<file path="config.mk">
export PLATFORM = sky130hd
export DESIGN_NAME = bblur_ctrl
export DESIGN_NICKNAME = d
export VERILOG_FILES = /design/src/hw/rtl/bblur_pkg.sv /design/src/hw/rtl/bblur_ctrl.sv
export SDC_FILE = /design/constraint.sdc
export NUM_CORES = 1
export LEC_CHECK = 0
export BUFFER_PORTS_ARGS = -buffer_cell sky130_fd_sc_hd__buf_2
export CORE_AREA = 4 4 41 43
export CTS_BUF_LIST = sky130_fd_sc_hd__clkbuf_4 sky130_fd_sc_hd__clkbuf_8
export DETAILED_ROUTE_END_ITERATION = 6
export DIE_AREA = 0 0 45 47
export RECOVER_POWER = 25
export SLEW_MARGIN = 20
export SYNTH_ARGS = -nofsm -noshare
export SYNTH_HDL_FRONTEND = slang
export SYNTH_SLANG_ARGS = --single-unit
</file>
<file path="constraint.sdc">
create_clock -name i_clk -period 2.88 [get_ports i_clk]
set_input_delay 0.144 -clock i_clk [delete_from_list [all_inputs] [get_ports i_clk]]
set_output_delay 0.144 -clock i_clk [all_outputs]
set_load 0.005 [all_outputs]
</file>
<file path="src/hw/rtl/bblur_pkg.sv">
// Shared constants, codes and controller/datapath handshake types for the
// 3x3 edge-aware box blur. No dependencies.
package bblur_pkg;

    localparam int MAX_WIDTH     = 1024;
    localparam int HEIGHT_LIMIT  = 4096;
    localparam int WIDTH_RESET   = 640;
    localparam int HEIGHT_RESET  = 480;

    localparam int CH_W    = 8;
    localparam int PIX_W   = 3 * CH_W;
    localparam int WID_W   = 11;
    localparam int HGT_W   = 13;
    localparam int COL_W   = $clog2(MAX_WIDTH);
    localparam int LEAD_W  = $clog2(MAX_WIDTH + 2);
    localparam int ROW_W   = $clog2(HEIGHT_LIMIT);
    localparam int IROW_W  = $clog2(HEIGHT_LIMIT + 1);
    localparam int CSUM_W  = $clog2(3 * 255 + 1);
    localparam int SUM_W   = $clog2(9 * 255 + 1);
    localparam int NUM_W   = $clog2(2 * 9 * 255 + 9 + 1);
    localparam int CNT_W   = 4;
    localparam int DEN_W   = 5;
    localparam int DIV_STEPS = NUM_W;
    localparam int DSTEP_W = $clog2(DIV_STEPS);

    localparam int CFG_IDX_W  = 1;
    localparam int CFG_DATA_W = 13;

    typedef enum logic [CFG_IDX_W-1:0] {
        CFG_FRAME_WIDTH  = 1'b0,
        CFG_FRAME_HEIGHT = 1'b1
    } t_cfg_reg;

    typedef enum logic [2:0] {
        ST_IDLE,
        ST_READ,
        ST_SUM,
        ST_DIV,
        ST_DONE
    } t_state;

    typedef struct packed {
        logic take;
        logic process;
        logic sum_load;
        logic div_step;
        logic out_load;
    } t_ctl_cmd;

    typedef struct packed {
        logic drop;
        logic emit;
        logic out_free;
    } t_ctl_sts;

endpackage

</file>
<file path="src/hw/rtl/bblur_ctrl.sv">
// Sequencer of the box blur: accept, line store read, column sum, divide, output.
// Depends on bblur_pkg.
module bblur_ctrl (
    input  logic                  i_clk,
    input  logic                  i_rst_n,
    input  logic                  i_in_valid,
    output logic                  o_in_ready,
    input  bblur_pkg::t_ctl_sts   i_sts,
    output bblur_pkg::t_ctl_cmd   o_cmd
);
    bblur_pkg::t_state r_state, n_state;
    logic [bblur_pkg::DSTEP_W-1:0] r_step, n_step;

    always_comb begin
        n_state = r_state;
        n_step  = r_step;
        case (r_state)
            bblur_pkg::ST_IDLE: begin
                if (i_in_valid && !i_sts.drop) begin
                    n_state = bblur_pkg::ST_READ;
                end
            end
            bblur_pkg::ST_READ: begin
                n_state = i_sts.emit ? bblur_pkg::ST_SUM : bblur_pkg::ST_IDLE;
            end
            bblur_pkg::ST_SUM: begin
                n_state = bblur_pkg::ST_DIV;
                n_step  = '0;
            end
            bblur_pkg::ST_DIV: begin
                if (r_step == bblur_pkg::DSTEP_W'(bblur_pkg::DIV_STEPS - 1)) begin
                    n_state = bblur_pkg::ST_DONE;
                end else begin
                    n_step = r_step + 1'b1;
                end
            end
            bblur_pkg::ST_DONE: begin
                // hold until the output register is free
                if (i_sts.out_free) begin
                    n_state = bblur_pkg::ST_IDLE;
                end
            end
            default: begin
                n_state = bblur_pkg::ST_IDLE;
            end
        endcase
    end

    always_comb begin
        o_in_ready     = 1'b0;
        o_cmd          = '0;
        case (r_state)
            bblur_pkg::ST_IDLE: begin
                o_in_ready = 1'b1;
                o_cmd.take = i_in_valid && !i_sts.drop;
            end
            bblur_pkg::ST_READ: begin
                o_cmd.process = 1'b1;
            end
            bblur_pkg::ST_SUM: begin
                o_cmd.sum_load = 1'b1;
            end
            bblur_pkg::ST_DIV: begin
                o_cmd.div_step = 1'b1;
            end
            bblur_pkg::ST_DONE: begin
                o_cmd.out_load = i_sts.out_free;
            end
            default: begin
                o_cmd = '0;
            end
        endcase
    end

    always_ff @(posedge i_clk) begin
        if (!i_rst_n) begin
            r_state <= bblur_pkg::ST_IDLE;
            r_step  <= '0;
        end else begin
            r_state <= n_state;
            r_step  <= n_step;
        end
    end
endmodule

</file>
==> impl_results.md <==
- Syn_nets: 62
- Critical Path End Type: flip-flop
- Post-Synth Simple-Gate Area: 33.0%
- Area leader, netlist: dfxtp_1
- Reg2reg setup slack: around 1.4 ns
- Max_cap viols: 0
- N_diodes: 0
- Commonest non-fill, non-tap cells in the layout: buf_2 (9), dfxtp_1 (7), nand2_1 (5)
- Final setup fails: 0
- Final hold vios: 0
- Post-synthesis cell type count: 30
- DRT antenna net count: 0
- TritonCTS clock tree: built
- CP peak stage delay: 0.38 ns
- Setup_tns: 0 ns
- Post-CTS Setup Repair Bufs: 0
- Largest net degree at the start of global routing: 10
- Commonest register cell after synthesis: dfxtp_1
- Fill cells: between 100 and 150
- Ys Warns: 0
- Area share of the largest cell type after synthesis: 29.3%
- Aggregate global routing overflow: 0
- Clk sinks: 7
- CP max FO: 6
- Reg2reg path depth: 5
- Reg-to-Reg End: r_step[3]
- Mapped Avg Cell Area: just under 9 sq um
- Worst skew pair latency: around 0.26 ns
- Root Driver: clkbuf_4
- Period utilisation layout: 50.2%
- Post-CTS Hold Fix Bufs: 0
- End of the critical path: r_step[3]
- H-tree Lvls: 1
- Pre-antenna DRT Iters: 4
- DP HPWL: 717 um
- Starting Density: around 37%
- Placer Congestion: 0.741
- Layout cell share with drive strength beyond 1: 27.7%
- WS Path Type: flip-flop to flip-flop
- Post-synth EDFFs: 0
- Critical path origin: r_step[0]
- Compound-Gate Fraction of Synth Area: 21.5%
- Total core area: 1300 sq um
- Die height: 47 um
- Die X: 45 um
- Most common cell after layout, fill and taps aside: buf_2
- Cells after synthesis: 54
- PortBufs: 11
- VDD IR max: 0.137 mV
- Worst hold path type: input port to flip-flop
- XOR/XNOR Fraction of Synth Area: 0%
- WL/cell: 12.2 um
- Gr usage total: 11.0%
- First-pass GRT wire length: 1640 um
- Actual slew at the worst max-slew pin: 0.354 ns
- CTS clk-pin slew, worst paths: ~0.05 ns
- FP Rows: 13
- Initial antenna violation count: 0
- DRT iter0 DRCs: 13
- Area grow syn2layout: 13.6%
- Worst setup SP type: flip-flop
- Routed WL: between 900 and 1000 um
- Post-synthesis mux area share: 0%
- Fmax achieved: 692 MHz
- Power Density: approximately 450 nW/um^2
- Mapped Area: 478 sq um
- Async S/R FF share, synth: 0%
- Post-synthesis adder-cell area fraction: 5.24%
- Vias per inst: 5.31
- Status: finished, final reports clean
- Vias post-DR: around 430
- Required time of the critical path: 3.01 ns
- Nets: between 70 and 80
- Clock buffer depth: 2
- Crit path DAT: 1.58 ns
- Slew Viols, Final: 0
- # DRC: 0
- Yosys reg bits: 7
- Die area: 2120 sq um
- Critical path's slowest cell: dfxtp_1
- Post-CTS resize count: 0
- Area contributors post-synth: dfxtp_1 (29%), ha_1 (5.2%), buf_6 (4.7%), nand4_4 (4.5%), nand2_1 (3.9%)
- Sequential area share after synthesis: 29.3%
- P_leak: approximately 0.20 nW
- Tmin final: between 1 and 1.5 ns
- Clk_skew: 0.000755 ns
- I/O pins: 12
- Unrepaired setup endpoints after global routing: false
- CP Cell Sequence: inv_1 > ha_1 > and4_2 > a211oi_1 > o32ai_1
- CTS Buf Count: 3
- Pwr Total: 0.000246 W
- RR Startpoint: r_step[0]
- Main combinational cell family by area after synthesis: simple AND/OR/NAND/NOR gates
- Slew headroom: 76.2%
- Vias in the first global route: 394
## power breakdown
group          leakage [nW]  internal, W  switching (W)
Sequential           0.0568     0.000101     0.00000763
Clock                0.0184    0.0000625      0.0000397
Combinational         0.129    0.0000186      0.0000172
Total                 0.204     0.000182      0.0000645
## cell usage after synthesis, drive strengths merged, types with 2 or more instances
master	number
a211oi	3
a21oi	2
buf	4
dfxtp	7
ha	2
inv	4
nand2	5
nand2b	3
nand3	2
nor2	2
nor3	2
o211ai	2
## final cells by class
cell class,instances,area (sq um),area share [%]
tap,15,18.8,3.46
clock buffer,4,30.0,5.53
inverter,4,15.0,2.76
sequential,7,140,25.8
timing repair buffer,11,53.8,9.91
multi-input combinational,39,285,52.5
## cells by family (layout without fill, tap and decap cells)
logic type,Yosys count,after routing
AND/OR/NAND/NOR,24,24
AO/OA/AOI/OAI,13,13
buffers and inverters,8,19
flip-flops,7,7
adder cells (fa/ha/maj),2,2
## per-stage QoR
step | util [%] | instances | setup slack [ns] | hold WS [ns] | area, sq um
after global routing | 41.7 | 80 | 1.35 | 0.146 | 543
after CTS | 41.8 | 80 | 1.44 | 0.119 | 544
after detailed placement | 39.5 | 76 | 1.45 | 0.392 | 514
after global placement | 39.5 | 76 | 1.50 | 0.397 | 514
final | 41.7 | 80 | 1.43 | 0.125 | 543
after floorplan | - | 54 | 1.55 | 0.284 | 478
## metal layers
metal	GRT usage, %	vias up	share of wire, %
met1	15.1	184	48
met4	8.77	0	4.1
li1	-	219	-
met3	2.68	5	7.9
met5	0	-	0
met2	14.4	17	39
## critical path: cells and delay by family, from the launching register on
family | cells | cell delay, ns
AO/OA/AOI/OAI | 2 | 0.34
flip-flops | 1 | 0.38
buffers and inverters | 1 | 0.06
adder cells (fa/ha/maj) | 1 | 0.24
AND/OR/NAND/NOR | 1 | 0.30
## worst min-delay path by stage
stage / startpoint / end / slack, ns / depth (start not counted)
final: i_sts[1] / r_state[1] / 0.12 / 3
after global placement: i_sts[1] / r_state[1] / 0.40 / 3
after global routing: i_sts[1] / r_state[1] / 0.15 / 3
after CTS: i_sts[1] / r_state[1] / 0.12 / 3
after floorplan: i_sts[1] / r_state[1] / 0.28 / 2
after detailed placement: i_sts[1] / r_state[1] / 0.39 / 3
## flip-flops by register name, indices dropped and copies added, names as in the netlist
name / cells
r_state: 3
r_step: 4
Note: power is estimated with default switching activity, not from simulation.
